**src/hdl/mds_pkg.sv**
```systemverilog
// ----------------------------------------------------------------------------
// mds_pkg
// Shared types, constants and arithmetic helpers for the Mahalanobis
// distance stream block.
// ----------------------------------------------------------------------------
`default_nettype none
package mds_pkg;

	localparam int MAX_DIM   = 8;
	localparam int IDX_W     = 3;
	localparam int DIM_W     = 4;
	localparam int SQ_STEPS  = 32;
	localparam int SQ_CNT_W  = 5;

	localparam logic [1:0] KIND_SAMPLE = 2'd0;
	localparam logic [1:0] KIND_MEAN   = 2'd1;
	localparam logic [1:0] KIND_COV    = 2'd2;

	// controller -> datapath commands
	typedef struct packed {
		logic             wr_mean;
		logic             wr_cov;
		logic             wr_diff;
		logic [IDX_W-1:0] row_addr;
		logic [IDX_W-1:0] col_addr;
		logic [IDX_W-1:0] diff_addr;
		logic             rd;
		logic [IDX_W-1:0] rd_row;
		logic [IDX_W-1:0] rd_col;
		logic [IDX_W-1:0] rd_diff;
		logic             mul_mac;
		logic             acc_mac;
		logic             acc_clr;
		logic             mul_row;
		logic             acc_tot;
		logic             tot_clr;
		logic             sq_init;
		logic             sq_step;
		logic             out_load;
		logic             out_miss;
	} mds_cmd_t;

	typedef struct packed {
		logic out_busy;
	} mds_stat_t;

	function automatic logic signed [63:0] sat_add64(input logic signed [63:0] a,
			input logic signed [63:0] b);
		logic signed [64:0] s;
		s = {a[63], a} + {b[63], b};
		if (s[64] != s[63])
			return s[64] ? {1'b1, 63'd0} : {1'b0, {63{1'b1}}};
		return s[63:0];
	endfunction

	function automatic logic signed [31:0] sat32_of64(input logic signed [63:0] v);
		if (v[63] && !(&v[62:31]))
			return {1'b1, 31'd0};
		if (!v[63] && (|v[62:31]))
			return {1'b0, {31{1'b1}}};
		return v[31:0];
	endfunction

	function automatic logic signed [31:0] sat_sub32(input logic signed [31:0] a,
			input logic signed [31:0] b);
		logic signed [32:0] s;
		s = {a[31], a} - {b[31], b};
		if (s[32] != s[31])
			return s[32] ? {1'b1, 31'd0} : {1'b0, {31{1'b1}}};
		return s[31:0];
	endfunction

endpackage
`default_nettype wire

```
**src/hdl/mds_ctrl.sv**
```systemverilog
// ----------------------------------------------------------------------------
// mds_ctrl
// Controller: input handshake, element counting, dimension register and
// the row/column sequencing of the shared multiply-accumulate.
// ----------------------------------------------------------------------------
`default_nettype none
module mds_ctrl
	import mds_pkg::*;
(
	input  wire logic             clk,
	input  wire logic             arst_n,
	input  wire logic             cfg_we,
	input  wire logic [DIM_W-1:0] cfg_wdata,
	input  wire logic             s_tvalid,
	output      logic             s_tready,
	input  wire logic [1:0]       kind,
	input  wire logic [IDX_W-1:0] row_index,
	input  wire logic [IDX_W-1:0] col_index,
	input  wire logic             is_missing,
	input  wire mds_stat_t        stat,
	output      mds_cmd_t         cmd
);

	typedef enum logic [9:0] {
		ST_IDLE = 10'b0000000001,
		ST_RD   = 10'b0000000010,
		ST_MUL  = 10'b0000000100,
		ST_ACC  = 10'b0000001000,
		ST_RDR  = 10'b0000010000,
		ST_MULR = 10'b0000100000,
		ST_ACCR = 10'b0001000000,
		ST_SQI  = 10'b0010000000,
		ST_SQ   = 10'b0100000000,
		ST_OUT  = 10'b1000000000
	} state_t;

	state_t              state_q, state_d;
	logic [DIM_W-1:0]    dim_q;
	logic [DIM_W-1:0]    cnt_q, cnt_d;
	logic                seen_q, seen_d;
	logic                res_miss_q, res_miss_d;
	logic [IDX_W-1:0]    i_q, i_d, j_q, j_d;
	logic [SQ_CNT_W-1:0] sq_q, sq_d;
	logic                acc_in;
	logic [DIM_W-1:0]    cnt_inc;
	logic                j_last, i_last;

	assign s_tready = (state_q == ST_IDLE);
	assign acc_in   = s_tvalid && s_tready;
	assign cnt_inc  = cnt_q + DIM_W'(1);
	assign j_last   = (DIM_W'(j_q) + DIM_W'(1)) == dim_q;
	assign i_last   = (DIM_W'(i_q) + DIM_W'(1)) == dim_q;

	always_comb begin
		state_d    = state_q;
		cnt_d      = cnt_q;
		seen_d     = seen_q;
		res_miss_d = res_miss_q;
		i_d        = i_q;
		j_d        = j_q;
		sq_d       = sq_q;
		cmd        = '0;
		cmd.row_addr  = row_index;
		cmd.col_addr  = col_index;
		cmd.diff_addr = cnt_q[IDX_W-1:0];
		cmd.rd_row    = i_q;
		cmd.rd_col    = j_q;
		cmd.rd_diff   = j_q;
		cmd.out_miss  = res_miss_q;
		unique case (state_q)
			ST_IDLE: begin
				if (acc_in) begin
					cmd.wr_mean = (kind == KIND_MEAN);
					cmd.wr_cov  = (kind == KIND_COV);
					if (kind == KIND_SAMPLE) begin
						cmd.wr_diff = 1'b1;
						if (cnt_inc >= dim_q) begin
							cnt_d      = '0;
							seen_d     = 1'b0;
							res_miss_d = seen_q || is_missing;
							i_d        = '0;
							j_d        = '0;
							cmd.acc_clr = 1'b1;
							cmd.tot_clr = 1'b1;
							state_d    = (seen_q || is_missing) ? ST_OUT : ST_RD;
						end else begin
							cnt_d  = cnt_inc;
							seen_d = seen_q || is_missing;
						end
					end
				end
			end
			ST_RD: begin
				cmd.rd  = 1'b1;
				state_d = ST_MUL;
			end
			ST_MUL: begin
				cmd.mul_mac = 1'b1;
				state_d     = ST_ACC;
			end
			ST_ACC: begin
				cmd.acc_mac = 1'b1;
				if (j_last) begin
					state_d = ST_RDR;
				end else begin
					j_d     = j_q + IDX_W'(1);
					state_d = ST_RD;
				end
			end
			ST_RDR: begin
				cmd.rd      = 1'b1;
				cmd.rd_diff = i_q;
				state_d     = ST_MULR;
			end
			ST_MULR: begin
				cmd.mul_row = 1'b1;
				state_d     = ST_ACCR;
			end
			ST_ACCR: begin
				cmd.acc_tot = 1'b1;
				cmd.acc_clr = 1'b1;
				j_d         = '0;
				if (i_last) begin
					state_d = ST_SQI;
				end else begin
					i_d     = i_q + IDX_W'(1);
					state_d = ST_RD;
				end
			end
			ST_SQI: begin
				cmd.sq_init = 1'b1;
				sq_d        = '0;
				state_d     = ST_SQ;
			end
			ST_SQ: begin
				cmd.sq_step = 1'b1;
				sq_d        = sq_q + SQ_CNT_W'(1);
				if (sq_q == SQ_CNT_W'(SQ_STEPS - 1))
					state_d = ST_OUT;
			end
			ST_OUT: begin
				if (!stat.out_busy) begin
					cmd.out_load = 1'b1;
					state_d      = ST_IDLE;
				end
			end
			default: state_d = ST_IDLE;
		endcase
	end

	always_ff @(posedge clk or negedge arst_n) begin
		if (!arst_n) begin
			state_q    <= ST_IDLE;
			dim_q      <= DIM_W'(MAX_DIM);
			cnt_q      <= '0;
			seen_q     <= 1'b0;
			res_miss_q <= 1'b0;
			i_q        <= '0;
			j_q        <= '0;
			sq_q       <= '0;
		end else begin
			state_q    <= state_d;
			cnt_q      <= cnt_d;
			seen_q     <= seen_d;
			res_miss_q <= res_miss_d;
			i_q        <= i_d;
			j_q        <= j_d;
			sq_q       <= sq_d;
			if (cfg_we) begin
				if (cfg_wdata == '0)
					dim_q <= DIM_W'(1);
				else if (cfg_wdata > DIM_W'(MAX_DIM))
					dim_q <= DIM_W'(MAX_DIM);
				else
					dim_q <= cfg_wdata;
			end
		end
	end

endmodule
`default_nettype wire

```
**config.mk**
```make
export PLATFORM = sky130hd
export DESIGN_NAME = mds_ctrl
export DESIGN_NICKNAME = d
export VERILOG_FILES = /design/src/hdl/mds_pkg.sv /design/src/hdl/mds_ctrl.sv
export SDC_FILE = /design/constraint.sdc
export NUM_CORES = 1
export LEC_CHECK = 0
export BUFFER_PORTS_ARGS = -buffer_cell sky130_fd_sc_hd__buf_2
export CORE_MARGIN = 2
export CORE_UTILIZATION = 30
export CTS_CLUSTER_DIAMETER = 40
export CTS_CLUSTER_SIZE = 20
export DETAILED_ROUTE_END_ITERATION = 12
export SLEW_MARGIN = 10
export SYNTH_ARGS = -nofsm -noshare
export SYNTH_HDL_FRONTEND = slang
export SYNTH_SLANG_ARGS = --single-unit
```
**constraint.sdc**
```tcl
create_clock -name clk -period 4.6 [get_ports clk]
set_input_delay 0.92 -clock clk [delete_from_list [all_inputs] [get_ports clk]]
set_output_delay 0.92 -clock clk [all_outputs]
set_load 0.01 [all_outputs]
```
* Yosys cells after proc, flatten, opt, wreduce, memory -nomap -nowiden *
Cells that the tools add are included.

word-level totals
  word-level logic and storage cells = 90
  flip-flop bits (word level) = 31
  bits of input ports = 18
  bits in read-only memories = 0
  memories kept = 0
  output and inout bits = 33
  bits in latches = 0
  memory bits (writable) = 0

operators by class
  eq/ne operators = 22
  reduce and logical (&&, ||, !) cells = 13
  multiply operators = 0
  shift operators = 0
  bitwise logic cells = 0
  div/mod/pow operators = 0
  $lt $le $gt $ge = 2
  add/sub/neg operators = 6
  muxes and demuxes = 39

operators by type and width
  cell                    count
  $pmux W10 S10           1
  $mux W10                6
  $mux W3                 8
  $mux W1                 15
  $reduce_and A5 Y1       3
  $mux W4                 3
  $eq A10 B1 Y1 const B   1
  $eq A10 B10 Y1 const B  1
  $eq A10 B2 Y1 const B   1
  $eq A10 B3 Y1 const B   1
  $eq A10 B4 Y1 const B   1
  $eq A10 B5 Y1 const B   1
  $eq A10 B6 Y1 const B   1
  $eq A10 B7 Y1 const B   1
  $eq A10 B8 Y1 const B   1
  $eq A10 B9 Y1 const B   1
  $pmux W5 S2             1
  $pmux W3 S3             1
  $add A3 B1 Y4 const B   2
  $eq A4 B4 Y1            2
  $mux W8                 1
  $ne A2 B2 Y1 const B    4
  $add A3 B1 Y3 const B   2
  $ne A2 B1 Y1 const B    3
  other kinds (19)        20

* Logic depth before layout (Yosys ltp) *
  depth after elaboration = 6
  depth in mapped cells = 9
  mapped depth without buffers = 9

* Least setup slack after synthesis *
OpenSTA, ideal clock, no wires.

  path type = input-to-output
  start point = input port kind[1]
  end point = output port cmd[7] (netlist bit)
  setup slack = 1772 ps
  arrival = 1908 ps
  stages on the path = 5
  data required time = 3680 ps
  path buffers = 0
  cells stage by stage = or3b_2 > or2_4 > clkinv_4 > a21oi_2 > inv_1

RTL lines
  element             line            text
  start: declaration  mds_ctrl.sv:16  input wire logic [1:0] kind,
  end: declaration    mds_ctrl.sv:21  output mds_cmd_t cmd

==> results_dict.tcl <==
set metrics [dict create \
    finalHoldViolations 0 \
    post-synth-top-count-cell "dfrtp_1" \
    wirelength_um 4530 \
    yosysTopAreaCell "dfrtp_1" \
    hold-path-cell-count 2 \
    max_freq_ghz 0.302 \
    initial_utilization_pct 30.6 \
    rsz0062_at_grt "no" \
    maxCapViolations 0 \
    netlist.area_leader.share_pct 35.3 \
    grt_use_total_pct 12.9 \
    ys_warn_count 0 \
    fp-row-count 30 \
    synthCells 226 \
    powerDensity_mw_per_mm2 440 \
    grt_pass1_vias 1622 \
    tightest_slew_ns 0.703 \
    setup_tns_ns 0 \
    post_cts_resized 0 \
    die_h_um 86.8 \
    synth_ff_type "dfrtp_1" \
    postSynth.asyncResetShare_pct 100 \
    numCtsBuffers 5 \
    vias 1691 \
    die_area_mm2 0.00753 \
    finalSetupViolCount 0 \
    syn-num-nets 253 \
    nNetsFinal 282 \
    routedWlPerCell_um 13.5 \
    overflow 0 \
    gp_congestion 0.849 \
    synth_area_mm2 0.00206 \
    place.port_buffers 38 \
    layout-drive-gt1-share_pct 27.3 \
    cts-root-buf "clkbuf_8" \
    cts_tree "yes" \
    clock_tree.buffer_depth 2 \
    drv_slew 0 \
    endpoint_kind "output pin" \
    cp.arrival_ns 2.40 \
    cts.sinks 31 \
    setup_ws_ns 1.28 \
    hold_slack_ns 0.495 \
    n_antenna_cell 0 \
    rr_worst_depth 9 \
    grt_max_degree 32 \
    hp-class "reg -> reg" \
    grt_pass1_wl_um 7740 \
    synth_edf_count 0 \
    ir_drop_mv 0.193 \
    antenna_found_initial 0 \
    finalCritPeriodShare_pct 72.1 \
    drtAntennaViolNets 0 \
    synth_area_leaders "dfrtp_1, ha_1, o21ai_1, nand2_1, buf_4" \
    cts.clk_slew.worst_paths_ns 0.06 \
    period_needed_ns 3.32 \
    ctsHoldBuffers 0 \
    die_x_um 86.8 \
    drtIter0Drc 76 \
    num_io_pins 51 \
    p_leak_nw 1.17 \
    max_slew_margin_pct 53.1 \
    routed_via_density 5.03 \
    worstPathRequired_ns 3.68 \
    outcome "complete, no violations" \
    cts_setup_buffers 0 \
    firstDrtPassIters 4 \
    yosys_register_bits 31 \
    clock_latency_ns 0.29 \
    seq_area_frac_synth_pct 37.9 \
    cts_max_level 2 \
    yosysUniqueCellTypes 58 \
    fin_skew_ns 0.00725 \
    hpwl_um 3470 \
    route.detailed.drc 0 \
    synth_common_cells "dfrtp_1, nand2_1, nor2_1" \
    synthToLayoutAreaGrowth_pct 13.1 \
    synth_area_per_cell_um2 9.10 \
    criticalPathCategory "reg -> out" \
    setup.worst_path.start_class "register" \
    path_max_fanout 6 \
    core_mm2 0.00672 \
    place_ws_ns 1.53 \
]
-- report_power, final --
part / internal (W) / total [W] / switching, W
clock: 0.000103 / 0.000212 / 0.000109
combinational: 0.000185 / 0.000418 / 0.000233
sequential: 0.000320 / 0.000394 / 0.0000746
-- state kept, by name (all words and copies together) (netlist names) --
name / flops
i_q: 3
seen_q: 1
dim_q: 4
j_q: 3
res_miss_q: 1
state_q: 10
cnt_q: 4
sq_q: 5
-- per-layer routing --
layer | GRT usage [%] | vias to the layer above | part of all wire [%]
li1 | - | 843 | -
met1 | 17.1 | 812 | 49
met2 | 20.8 | 31 | 46
met3 | 3.24 | 5 | 4.3
met4 | 3.98 | 0 | 0.95
met5 | 0 | - | 0
-- cells in the final DEF (no fill, tap or decap), drive strengths merged, types with 2 or more instances in the layout --
master | netlist | routed
o21ai | 24 | 24
nand3b | 4 | 4
xor2 | 7 | 7
nor3 | 2 | 2
a21oi | 3 | 3
nand4b | 2 | 2
or3 | 2 | 2
nor4 | 3 | 3
clkbuf | 3 | 5
nand2 | 25 | 25
clkinv | 4 | 7
a22o | 2 | 2
inv | 12 | 12
nand2b | 4 | 4
o31ai | 3 | 3
nor2 | 20 | 20
nand4 | 4 | 4
nand3 | 8 | 8
and3 | 5 | 5
dfstp | 2 | 2
xnor2 | 6 | 6
mux2 | 4 | 4
or2 | 5 | 5
buf | 13 | 38
nor4b | 4 | 4
a2111oi | 2 | 2
dfrtp | 29 | 29
ha | 9 | 9
-- through the flow --
stage               util [%]  cells  total power, W  instance area, µm²
floorplan                  -    226        0.000715                2060
CTS                     34.6    336         0.00104                2330
global placement        33.4    328        0.000814                2240
detailed placement      33.4    328        0.000820                2240
global route            34.6    336         0.00111                2330
finish                  34.6    336         0.00102                2330
-- final cells by class --
cell class	instances	area, µm²
tap	80	100
inverter	16	66.3
clock buffer	5	68.8
timing repair buffer	38	190
fill	695	4390
sequential	31	778
clock inverter	3	15.0
multi-input combinational	163	1110
-- kinds of logic after synthesis --
group | synth area share, %
simple gates | 25.8
flops | 37.9
compound gates | 14.9
buf+inv | 8.28
mux | 2.19
xor+xnor | 5.54
fa+ha+maj | 5.48
-- final timing paths --
check	from	end	slack (ns)
setup reg to reg	cnt_q[0]$_DFFE_PN0P_	state_q[9]$_DFFE_PN0P_	2.38
setup / recovery	cnt_q[0]$_DFFE_PN0P_	cmd[7]	1.28
hold reg to reg	cnt_q[3]$_DFFE_PN0P_	cnt_q[3]$_DFFE_PN0P_	0.50
hold / removal	cnt_q[3]$_DFFE_PN0P_	cnt_q[3]$_DFFE_PN0P_	0.50
max in group asynchronous	arst_n	cnt_q[1]$_DFFE_PN0P_	3.47
min in group asynchronous	arst_n	state_q[3]$_DFFE_PN0P_	0.68
-- critical path, cell delays in order (launching register included) --
cell       delay [ns]
dfrtp_1          0.44
ha_1             0.26
xor2_1           0.15
ha_1             0.21
a2111oi_2        0.46
nor2_1           0.17
a21oi_2          0.22
inv_1            0.07
buf_2            0.14
Power figures use the tool's default switching activity.
